$ cat config.mk
export PLATFORM = sky130hd
export DESIGN_NAME = sorted_priority_queue
export DESIGN_NICKNAME = d
export VERILOG_FILES = /design/src/rtl/spq_pkg.sv /design/src/rtl/spq_ctrl.sv /design/src/rtl/spq_datapath.sv /design/src/rtl/sorted_priority_queue.sv
export SDC_FILE = /design/constraint.sdc
export NUM_CORES = 2
export LEC_CHECK = 0
export BUFFER_PORTS_ARGS = -buffer_cell sky130_fd_sc_hd__buf_4
export CORE_MARGIN = 2
export CORE_UTILIZATION = 46
export DETAILED_ROUTE_END_ITERATION = 7
export PLACE_DENSITY_LB_ADDON = 0.25
export RECOVER_POWER = 100
export SLEW_MARGIN = 20
export SYNTH_ARGS = -nofsm -noshare
export SYNTH_HDL_FRONTEND = slang
export SYNTH_SLANG_ARGS = --single-unit
$ cat constraint.sdc
create_clock -name aclk -period 5.6 [get_ports aclk]
set_input_delay 1.12 -clock aclk [delete_from_list [all_inputs] [get_ports aclk]]
set_output_delay 1.12 -clock aclk [all_outputs]
set_load 0.02 [all_outputs]
$ cat src/rtl/spq_pkg.sv
`default_nettype none

package spq_pkg;

    // store geometry
    localparam int DEPTH   = 16;
    // PRIO_W and TAG_W may not exceed FIELD_W: the ports carry 16 bits
    localparam int PRIO_W  = 16;
    localparam int TAG_W   = 16;
    localparam int FIELD_W = 16;
    localparam int POS_W   = 5;

    localparam int IDX_W  = (DEPTH > 1) ? $clog2(DEPTH) : 1;
    localparam int CNT_W  = $clog2(DEPTH + 1);
    localparam int CMP_W  = (CNT_W > POS_W) ? CNT_W : POS_W;
    localparam int POSX_W = ((IDX_W + 1) > POS_W) ? (IDX_W + 1) : POS_W;

    typedef enum logic [1:0] {
        KIND_INSERT  = 2'd0,
        KIND_POP     = 2'd1,
        KIND_DELETE  = 2'd2,
        KIND_READOUT = 2'd3
    } kind_t;

    typedef enum logic [2:0] {
        ST_OK       = 3'd0,
        ST_EMPTY    = 3'd1,
        ST_DUP      = 3'd2,
        ST_BADPRIO  = 3'd3,
        ST_FULL     = 3'd4,
        ST_NOTFOUND = 3'd5
    } status_t;

    // controller to datapath
    typedef struct packed {
        logic latch;    // capture the incoming item
        logic exec;     // run the captured command, load the result register
        logic advance;  // readout: load the next entry into the result register
    } spq_cmd_t;

    // datapath to controller
    typedef struct packed {
        logic out_last; // result register holds the final result of its item
    } spq_stat_t;

endpackage

`default_nettype wire

$ cat src/rtl/spq_ctrl.sv
`default_nettype none

module spq_ctrl (
    input  wire logic             aclk,
    input  wire logic             aresetn,
    input  wire logic             s_valid,
    output logic                  s_ready,
    output logic                  m_valid,
    input  wire logic             m_ready,
    input  spq_pkg::spq_stat_t    stat,
    output spq_pkg::spq_cmd_t     cmd
);
    import spq_pkg::*;

    typedef enum logic [3:0] {
        S_IDLE = 4'b0001,
        S_EXEC = 4'b0010,
        S_SEND = 4'b0100,
        S_HOLD = 4'b1000
    } state_t;

    state_t state_reg;
    state_t state_next;

    always_comb begin
        state_next  = state_reg;
        s_ready     = 1'b0;
        m_valid     = 1'b0;
        cmd         = '0;
        unique case (state_reg)
            S_IDLE: begin
                s_ready = 1'b1;
                if (s_valid) begin
                    cmd.latch  = 1'b1;
                    state_next = S_EXEC;
                end
            end
            S_EXEC: begin
                cmd.exec   = 1'b1;
                state_next = S_SEND;
            end
            S_SEND: begin
                m_valid = 1'b1;
                s_ready = stat.out_last;
                if (m_ready && !stat.out_last) begin
                    cmd.advance = 1'b1;
                end else if (m_ready) begin
                    if (s_valid) begin
                        cmd.latch  = 1'b1;
                        state_next = S_EXEC;
                    end else begin
                        state_next = S_IDLE;
                    end
                end else if (s_valid && stat.out_last) begin
                    cmd.latch  = 1'b1;
                    state_next = S_HOLD;
                end
            end
            S_HOLD: begin
                m_valid = 1'b1;
                if (m_ready) begin
                    state_next = S_EXEC;
                end
            end
            default: begin
                state_next = S_IDLE;
            end
        endcase
    end

    always_ff @(posedge aclk) begin
        if (!aresetn) begin
            state_reg <= S_IDLE;
        end else begin
            state_reg <= state_next;
        end
    end

endmodule

`default_nettype wire

$ cat src/rtl/spq_datapath.sv
`default_nettype none

module spq_datapath (
    input  wire logic                          aclk,
    input  wire logic                          aresetn,
    input  spq_pkg::spq_cmd_t                  cmd,
    output spq_pkg::spq_stat_t                 stat,
    input  wire logic [1:0]                    s_kind,
    input  wire logic [spq_pkg::FIELD_W-1:0]   s_new_priority,
    input  wire logic [spq_pkg::FIELD_W-1:0]   s_new_tag,
    input  wire logic [spq_pkg::POS_W-1:0]     s_target_position,
    output logic [2:0]                         m_status,
    output logic [spq_pkg::FIELD_W-1:0]        m_out_priority,
    output logic [spq_pkg::FIELD_W-1:0]        m_out_tag,
    output logic [spq_pkg::POS_W-1:0]          m_out_position,
    output logic                               m_last
);
    import spq_pkg::*;

    // captured command
    kind_t              kind_reg;
    logic [PRIO_W-1:0]  nprio_reg;
    logic [TAG_W-1:0]   ntag_reg;
    logic [POS_W-1:0]   tpos_reg;

    // sorted entry array, head at index 0
    logic [PRIO_W-1:0]  prio_reg  [DEPTH];
    logic [PRIO_W-1:0]  prio_next [DEPTH];
    logic [TAG_W-1:0]   tag_reg   [DEPTH];
    logic [TAG_W-1:0]   tag_next  [DEPTH];
    logic [CNT_W-1:0]   count_reg;
    logic [CNT_W-1:0]   count_next;

    // read pointer
    logic [IDX_W-1:0]   rd_idx_reg;
    logic [IDX_W-1:0]   rd_idx_next;
    logic [IDX_W-1:0]   del_idx;
    logic [PRIO_W-1:0]  rd_prio;
    logic [TAG_W-1:0]   rd_tag;
    logic [POSX_W-1:0]  rd_pos;
    logic               rd_last;

    // result register
    status_t            status_reg;
    logic [PRIO_W-1:0]  oprio_reg;
    logic [TAG_W-1:0]   otag_reg;
    logic [POS_W-1:0]   opos_reg;
    logic               last_reg;

    logic [DEPTH-1:0]   gt;
    logic [DEPTH-1:0]   eq;
    logic [CMP_W-1:0]   tpos_ext;
    logic [CMP_W-1:0]   cnt_ext;

    status_t            res_status;
    logic               res_show;
    logic               res_last;
    logic               do_insert;
    logic               do_remove;

    // parallel compare against every occupied entry
    always_comb begin
        for (int i = 0; i < DEPTH; i++) begin
            gt[i] = (CNT_W'(i) < count_reg) && (prio_reg[i] > nprio_reg);
            eq[i] = (CNT_W'(i) < count_reg) && (prio_reg[i] == nprio_reg);
        end
    end

    assign tpos_ext = CMP_W'(tpos_reg);
    assign cnt_ext  = CMP_W'(count_reg);
    assign del_idx  = (kind_reg == KIND_POP) ? '0 : IDX_W'(tpos_ext - CMP_W'(1));

    always_comb begin
        if (cmd.exec) begin
            rd_idx_next = (kind_reg == KIND_READOUT) ? '0 : del_idx;
        end else begin
            rd_idx_next = rd_idx_reg + IDX_W'(1);
        end
    end

    assign rd_prio = prio_reg[rd_idx_next];
    assign rd_tag  = tag_reg[rd_idx_next];
    assign rd_pos  = POSX_W'(rd_idx_next) + POSX_W'(1);
    assign rd_last = (CNT_W'(rd_idx_next) + CNT_W'(1)) == count_reg;

    // command decode
    always_comb begin
        res_status = ST_OK;
        res_show   = 1'b0;
        res_last   = 1'b1;
        do_insert  = 1'b0;
        do_remove  = 1'b0;
        unique case (kind_reg)
            KIND_INSERT: begin
                if (nprio_reg == '0) begin
                    res_status = ST_BADPRIO;
                end else if (|eq) begin
                    res_status = ST_DUP;
                end else if (count_reg == CNT_W'(DEPTH)) begin
                    res_status = ST_FULL;
                end else begin
                    do_insert = 1'b1;
                end
            end
            KIND_POP: begin
                if (count_reg == '0) begin
                    res_status = ST_EMPTY;
                end else begin
                    res_show  = 1'b1;
                    do_remove = 1'b1;
                end
            end
            KIND_DELETE: begin
                if (count_reg == '0) begin
                    res_status = ST_EMPTY;
                end else if (tpos_ext == '0 || tpos_ext > cnt_ext) begin
                    res_status = ST_NOTFOUND;
                end else begin
                    res_show  = 1'b1;
                    do_remove = 1'b1;
                end
            end
            KIND_READOUT: begin
                if (count_reg == '0) begin
                    res_status = ST_EMPTY;
                end else begin
                    res_show = 1'b1;
                    res_last = rd_last;
                end
            end
            default: begin
                res_status = ST_OK;
            end
        endcase
    end

    // shift network: open a slot on insert, close one on removal
    always_comb begin
        for (int i = 0; i < DEPTH; i++) begin
            prio_next[i] = prio_reg[i];
            tag_next[i]  = tag_reg[i];
        end
        count_next = count_reg;
        if (cmd.exec && do_insert) begin
            if (!gt[0]) begin
                prio_next[0] = nprio_reg;
                tag_next[0]  = ntag_reg;
            end
            for (int i = 1; i < DEPTH; i++) begin
                if (!gt[i]) begin
                    if (gt[i-1]) begin
                        prio_next[i] = nprio_reg;
                        tag_next[i]  = ntag_reg;
                    end else begin
                        prio_next[i] = prio_reg[i-1];
                        tag_next[i]  = tag_reg[i-1];
                    end
                end
            end
            count_next = count_reg + CNT_W'(1);
        end else if (cmd.exec && do_remove) begin
            for (int i = 0; i < DEPTH - 1; i++) begin
                if (IDX_W'(i) >= del_idx) begin
                    prio_next[i] = prio_reg[i+1];
                    tag_next[i]  = tag_reg[i+1];
                end
            end
            count_next = count_reg - CNT_W'(1);
        end
    end

    // payload registers
    always_ff @(posedge aclk) begin
        if (cmd.latch) begin
            kind_reg  <= kind_t'(s_kind);
            nprio_reg <= s_new_priority[PRIO_W-1:0];
            ntag_reg  <= s_new_tag[TAG_W-1:0];
            tpos_reg  <= s_target_position;
        end
        for (int i = 0; i < DEPTH; i++) begin
            prio_reg[i] <= prio_next[i];
            tag_reg[i]  <= tag_next[i];
        end
        if (cmd.exec || cmd.advance) begin
            rd_idx_reg <= rd_idx_next;
            oprio_reg  <= '0;
            otag_reg   <= '0;
            opos_reg   <= '0;
            if (cmd.advance || res_show) begin
                oprio_reg <= rd_prio;
                otag_reg  <= rd_tag;
                opos_reg  <= rd_pos[POS_W-1:0];
            end
        end
        if (cmd.exec) begin
            status_reg <= res_status;
        end else if (cmd.advance) begin
            status_reg <= ST_OK;
        end
    end

    // control state
    always_ff @(posedge aclk) begin
        if (!aresetn) begin
            count_reg <= '0;
            last_reg  <= 1'b1;
        end else begin
            count_reg <= count_next;
            if (cmd.exec) begin
                last_reg <= res_last;
            end else if (cmd.advance) begin
                last_reg <= rd_last;
            end
        end
    end

    assign stat.out_last  = last_reg;
    assign m_status       = status_reg;
    assign m_out_priority = FIELD_W'(oprio_reg);
    assign m_out_tag      = FIELD_W'(otag_reg);
    assign m_out_position = opos_reg;
    assign m_last         = last_reg;

endmodule

`default_nettype wire

$ cat src/rtl/sorted_priority_queue.sv
`default_nettype none

// channel  dir  handshake          payload
// -------  ---  -----------------  ---------------------------------------------------
// s_       in   s_valid / s_ready  s_kind, s_new_priority, s_new_tag, s_target_position
// m_       out  m_valid / m_ready  m_status, m_out_priority, m_out_tag, m_out_position,
//                                  m_last
//
// insert, pop and delete pass through an execute state, in which the parallel
// compare and shift network rewrites the entry array, then a state in the result
// register, during which the next item is already taken. readout then presents
// each entry in turn after the execute state, advancing on every accepted result.
// aresetn (synchronous) empties the store; entry contents are not cleared.
// a stalled result holds, and at most one further item is captured behind it.

module sorted_priority_queue (
    input  wire logic                          aclk,
    input  wire logic                          aresetn,
    // command channel
    input  wire logic                          s_valid,
    output logic                               s_ready,
    input  wire logic [1:0]                    s_kind,
    input  wire logic [spq_pkg::FIELD_W-1:0]   s_new_priority,
    input  wire logic [spq_pkg::FIELD_W-1:0]   s_new_tag,
    input  wire logic [spq_pkg::POS_W-1:0]     s_target_position,
    // result channel
    output logic                               m_valid,
    input  wire logic                          m_ready,
    output logic [2:0]                         m_status,
    output logic [spq_pkg::FIELD_W-1:0]        m_out_priority,
    output logic [spq_pkg::FIELD_W-1:0]        m_out_tag,
    output logic [spq_pkg::POS_W-1:0]          m_out_position,
    output logic                               m_last
);
    import spq_pkg::*;

    // command and status between controller and datapath
    spq_cmd_t  cmd;
    spq_stat_t stat;

    // sequencer: capture, execute, present result, step through readout
    spq_ctrl u_ctrl (
        .aclk    (aclk),
        .aresetn (aresetn),
        .s_valid (s_valid),
        .s_ready (s_ready),
        .m_valid (m_valid),
        .m_ready (m_ready),
        .stat    (stat),
        .cmd     (cmd)
    );

    // entry array, compare and shift network, result register
    spq_datapath u_datapath (
        .aclk              (aclk),
        .aresetn           (aresetn),
        .cmd               (cmd),
        .stat              (stat),
        .s_kind            (s_kind),
        .s_new_priority    (s_new_priority),
        .s_new_tag         (s_new_tag),
        .s_target_position (s_target_position),
        .m_status          (m_status),
        .m_out_priority    (m_out_priority),
        .m_out_tag         (m_out_tag),
        .m_out_position    (m_out_position),
        .m_last            (m_last)
    );

endmodule

`default_nettype wire
== Yosys cells after proc, flatten, opt, wreduce, memory -nomap -nowiden ==
Memory sizes are Yosys's and may differ from the RTL's. A register that Yosys moved wholly into a read port is not among the register bits.
Cells that the tools add are included.
Word-level totals
  RAM bits: 512
  logic and storage cells: 288
  memories kept: 2
  register bits after elaboration: 61
  input port bits: 43
  output and inout bits: 43
Cells by class
  reduce and logical (&&, ||, !) cells: 52
  $lt $le $gt $ge: 48
  $add $sub $neg: 5
  eq/ne operators: 29
  mux-type cells: 142
Memory list
  u_datapath.prio_reg: depth 16, bits a word 16, rd ports 17, clocked after memory_dff 1, write ports 16, RTL line spq_datapath.sv:27  | logic [PRIO_W-1:0] prio_reg [DEPTH];
  u_datapath.tag_reg: depth 16, bits a word 16, rd ports 17, clocked after memory_dff 1, write ports 16, RTL line spq_datapath.sv:29  | logic [TAG_W-1:0] tag_reg [DEPTH];
Operators by type and width (count)
  two-way mux 16 bit: 94
  two-way mux 240 bit: 4
  == test 16 bit: 16
  greater-than comparator 16 bit: 16
  < comparator 4 x 5 -> 1 bit (first input constant): 8
  logical AND 1 bit: 36
  two-way mux 4 bit: 8
  greater-or-equal comparator 4 bit (first input constant): 7
  two-way mux 3 bit: 7
  < comparator 3 x 5 -> 1 bit (first input constant): 4
  two-way mux 1 bit: 20
  greater-or-equal comparator 3 x 4 -> 1 bit (first input constant): 4
  logical NOT 16 bit: 1
  one-hot mux 4 bit (4 select lines): 1
  OR reduction 16 bit: 1
  logical NOT 5 bit: 2
  < comparator 1 x 5 -> 1 bit (first input constant): 2
  < comparator 2 x 5 -> 1 bit (first input constant): 2
  two-way mux 5 bit: 2
  one-hot mux 3 bit (3 select lines): 1
  greater-or-equal comparator 1 x 4 -> 1 bit (first input constant): 2
  greater-or-equal comparator 2 x 4 -> 1 bit (first input constant): 2
  one-hot mux 1 bit (2 select lines): 4
  inequality test 2 bit (second input constant): 3
  22 further kinds: 29

== Logic depth before layout (Yosys ltp) ==
  depth after elaboration: 9
  mapped depth: 15
  gate-level depth less buffers: 11

== Hierarchy ==
A second synthesis with hierarchy kept.
Second synthesis, totals
  cells, all modules: 4189
  area, all modules: 40186.0 sq um
Modules (own cells, without submodules)
  spq_datapath: cells each 4147, area each 39828.2 sq um, instances 1, seq. area each 17987.3 sq um
  spq_ctrl: cells each 42, area each 357.8 sq um, instances 1, seq. area each 80.1 sq um

== Least setup slack after synthesis ==
No wires, ideal clock.
  kind: reg2reg
  start point: register u_datapath.nprio_reg[13] (netlist name)
  end point: memory u_datapath.prio_reg[0][0], enable pin
  path slack: 0.197 ns
  arrival time: 4.937 ns
  stages on the path, launching flop included: 12
  period minus slack after synthesis: 5.403 ns
  path buffers: 1
  required time: 5.134 ns
  library setup time: 0.466 ns
  cell sequence: edfxtp_1 inv_1 ha_1 and4_1 nand3_1 or4_1 a221oi_2 nor2_1 nand2_1 buf_4 nand3_1 o21ai_0
RTL lines (RTL line)
  to (decl): spq_datapath.sv:27

==> impl_results.md <==
- Slew margin rel.: -1.429
- Vias in the first global route: 32091
- EDFF count, synth: 595
- Rows: 108
- Setup TNS: 0 ns
- Pin count of the biggest net entering global routing: 170
- Crit-path max cell delay: 0.71 ns
- Clk slew on worst S/H paths: 0.06 ns
- Lkg Pwr: 18.85 nW
- DRC violations left: 0
- Warnings, synthesis: 0
- Max_cap viols: 5
- DR vias: 34419
- Synthesized area: 0.04019 mm²
- Postcts setup bufs: 0
- Chip Width: 299.6 µm
- Hold_buf cts: 0
- Area of the multi-input gates: 0.02065 mm²
- Worst vdd ir: 265.3 µV
- Total GRT Usage: 0.3157
- Post-Syn Instances: 4221
- Num CTS Buffers: 71
- Crit path DAT: 5.45 ns
- Syn Nets: 4538
- Buf/Inv on CP: 3
- Proportion of layout cells with a drive suffix above 1: 0.07136
- Status: finished with violations
- Placer congestion estimate: 0.9623
- Worst hold path type: register to register
- Comb power frac: 0.117
- Register area: 0.01807 mm²
- Total grt overflow: 0
- I/O pin count: 86
- First-pass GRT wire length: 213100 µm
- Post-synthesis cell type count: 75
- Sw frac: 0.2721
- Core area: 0.08662 mm²
- CP required: 5.85 ns
- Skew final: 0.02769 ns
- Fill cells: 8028
- Clock sinks: 605
- Final WL: 145400 µm
- Pins Over Slew Limit: 113
- Root Buffer: clkbuf_16
- Slew @ Worst Pin: 3.644 ns
- Minimum clock period: 5.202 ns
- Failing checks: max-capacitance violations, max-slew violations
- Clk_lat worst skew: 0.64 ns
- Vias per cell: 6.370
- Clock share of power: 0.424
- Fin nets: 4506
- Synth Register Bits: 605
- Detailed Place HPWL: 93870 µm
- Drt wl/cell: 26.91 µm
- Initial antenna violation count: 1
- Layout overhead on the synthesized area: 9.949%
- Die Area: 0.08976 mm²
- Power density cells: 252.7 mW/mm²
- CTS tree: yes
- Crit path launch type: register
- Seq/Total Area, Yosys: 0.4495
- Top_reg_cell synth: edfxtp_1
- WS Path Type: register to register
- Port buffer count: 85
- Hold Fails Final Rpt: 0
- DRT iter0 DRCs: 4416
- Final setup violation count: 0
- Critical path fanouts, max: 16
- RSZ-0062 raised after global routing: false
- Clk buf depth: 3
- Mean Syn Cell Area: 9.522 µm²
- Final Total Pwr: 11.17 mW
- Cell area after layout: 0.04419 mm²
- Chip Height: 299.6 µm
- Period utilization: 0.9290
- Initial Utilization: 0.4640
- CP cell instances: inv_1 > clkbuf_1 > ha_1 > nand4_1 > or4_1 > nor2b_1 > a221oi_1 > nor2_1 > nand2_4 > nand3_1 > o21ai_0 > clkbuf_2
- Endpoint class of the critical path: register
- CP max stage cell: clkbuf_2
- Placement Cell Area: 0.04232 mm²
- Critical path's top delay family: buffers and inverters
- Share of the synthesized area in the top cell type: 0.4445
- Reg power frac: 0.459
- Fmax: 0.1922 GHz
- Int Power: 8.129 mW
- DRT Pass-1 Iters: 6
- CTS H-tree depth: 3
- Post-CTS sizing: 0
- Switch Pwr: 3.039 mW
- Async SR Flop Fraction: 0
- Post-route ant nets: 0
- Synth area leader: edfxtp_1
- Area contributors post-synth: edfxtp_1 (44%), mux2i_1 (11%), ha_1 (8.5%), nand2_1 (6.4%), a21oi_1 (6.3%)
cell type report:
type / count / share of cell area
Antenna cell: 2 / 0.0001133
Clock buffer: 88 / 0.04213
Clock inverter: 42 / 0.009881
Inverter: 62 / 0.005493
Multi-Input combinational cell: 3241 / 0.4673
Sequential cell: 605 / 0.4088
Tap cell: 1155 / 0.03270
Timing Repair Buffer: 208 / 0.03355
cells in the mapped netlist, drive strengths merged, types with 13 or more instances:
cell	n
a211oi	21
a21o	24
a21oi	505
a311oi	125
and3	70
buf	162
clkbuf	151
edfxtp	595
ha	274
inv	61
mux2	18
mux2i	448
nand2	690
nand3	154
nand4	51
nor2	487
nor2b	17
nor3	57
nor4	14
o21a	16
o21ai	140
o31ai	13
cell families after synthesis:
logic type	share of synthesized area
simple gates	0.1683
flops	0.4495
mux	0.1166
fa+ha+maj	0.08529
buf+inv	0.04171
xor+xnor	0.001961
compound gates	0.1366
worst min-delay path, cell delays in order (launching register included):
cell and delay [ns]:
edfxtp_1 0.37, nand2_1 0.05, o21ai_0 0.06
through the flow:
step,instances,setup slack [ns],hold slack [ns],util
after floorplan,4221,0.1974,0.5392,-
after global placement,5271,0.9475,0.5602,0.4885
after detailed placement,5271,0.8887,0.5766,0.4885
after CTS,5401,0.8781,0.5842,0.5151
after global routing,5401,0.3067,0.6166,0.5101
final,5403,0.3979,0.5811,0.5102
worst paths after layout:
path / startpoint / end / slack (ns) / cells after the start
setup / recovery: u_datapath.nprio_reg[1]$_DFFE_PP_ / u_datapath.tag_reg[2][0]$_DFFE_PP_ / 0.40 / 12
hold / removal: u_datapath.tag_reg[14][14]$_DFFE_PP_ / u_datapath.tag_reg[13][14]$_DFFE_PP_ / 0.58 / 2
setup reg to reg: u_datapath.nprio_reg[1]$_DFFE_PP_ / u_datapath.tag_reg[2][0]$_DFFE_PP_ / 0.40 / 12
hold reg to reg: u_datapath.tag_reg[14][14]$_DFFE_PP_ / u_datapath.tag_reg[13][14]$_DFFE_PP_ / 0.58 / 2
per-layer routing:
metal / GRT usage / part of all wire / wire length, µm
met5: 0 / 0.000089 / 13
met4: 0.1614 / 0.057 / 8216
met3: 0.05682 / 0.096 / 13970
met2: 0.4884 / 0.45 / 65020
met1: 0.4250 / 0.40 / 58170
cells in the final DEF (no fill, tap or decap), drive strengths merged, types with 7 or more instances in the layout:
cell type | Yosys | routed
dfxtp | 10 | 10
and3 | 70 | 70
clkinv | 1 | 32
o211ai | 12 | 12
xnor2 | 8 | 8
a211oi | 21 | 21
nand2 | 690 | 690
inv | 61 | 64
buf | 162 | 96
bufinv | 0 | 7
edfxtp | 595 | 595
a2111oi | 10 | 10
mux2i | 448 | 448
a21o | 24 | 24
clkbuf | 151 | 200
a21oi | 505 | 505
nor2 | 487 | 487
nor4 | 14 | 14
nand3 | 154 | 154
nand4 | 51 | 51
ha | 274 | 274
o31ai | 13 | 13
a31oi | 11 | 11
a311oi | 125 | 125
o21ai | 140 | 140
nor2b | 17 | 17
nor3 | 57 | 57
o21a | 16 | 16
mux2 | 18 | 18
power groups by stage:
| stage | registers [mW] | logic [mW] | clock network (mW) |
|---|---|---|---|
| floorplan | 5.17 | 0.798 | 0 |
| global placement | 5.22 | 1.26 | 0 |
| detailed placement | 5.22 | 1.28 | 0 |
| CTS | 5.12 | 1.29 | 4.79 |
| global route | 5.13 | 1.41 | 4.93 |
| finish | 5.13 | 1.31 | 4.74 |
No activity file was read; power rests on OpenSTA's default activity.
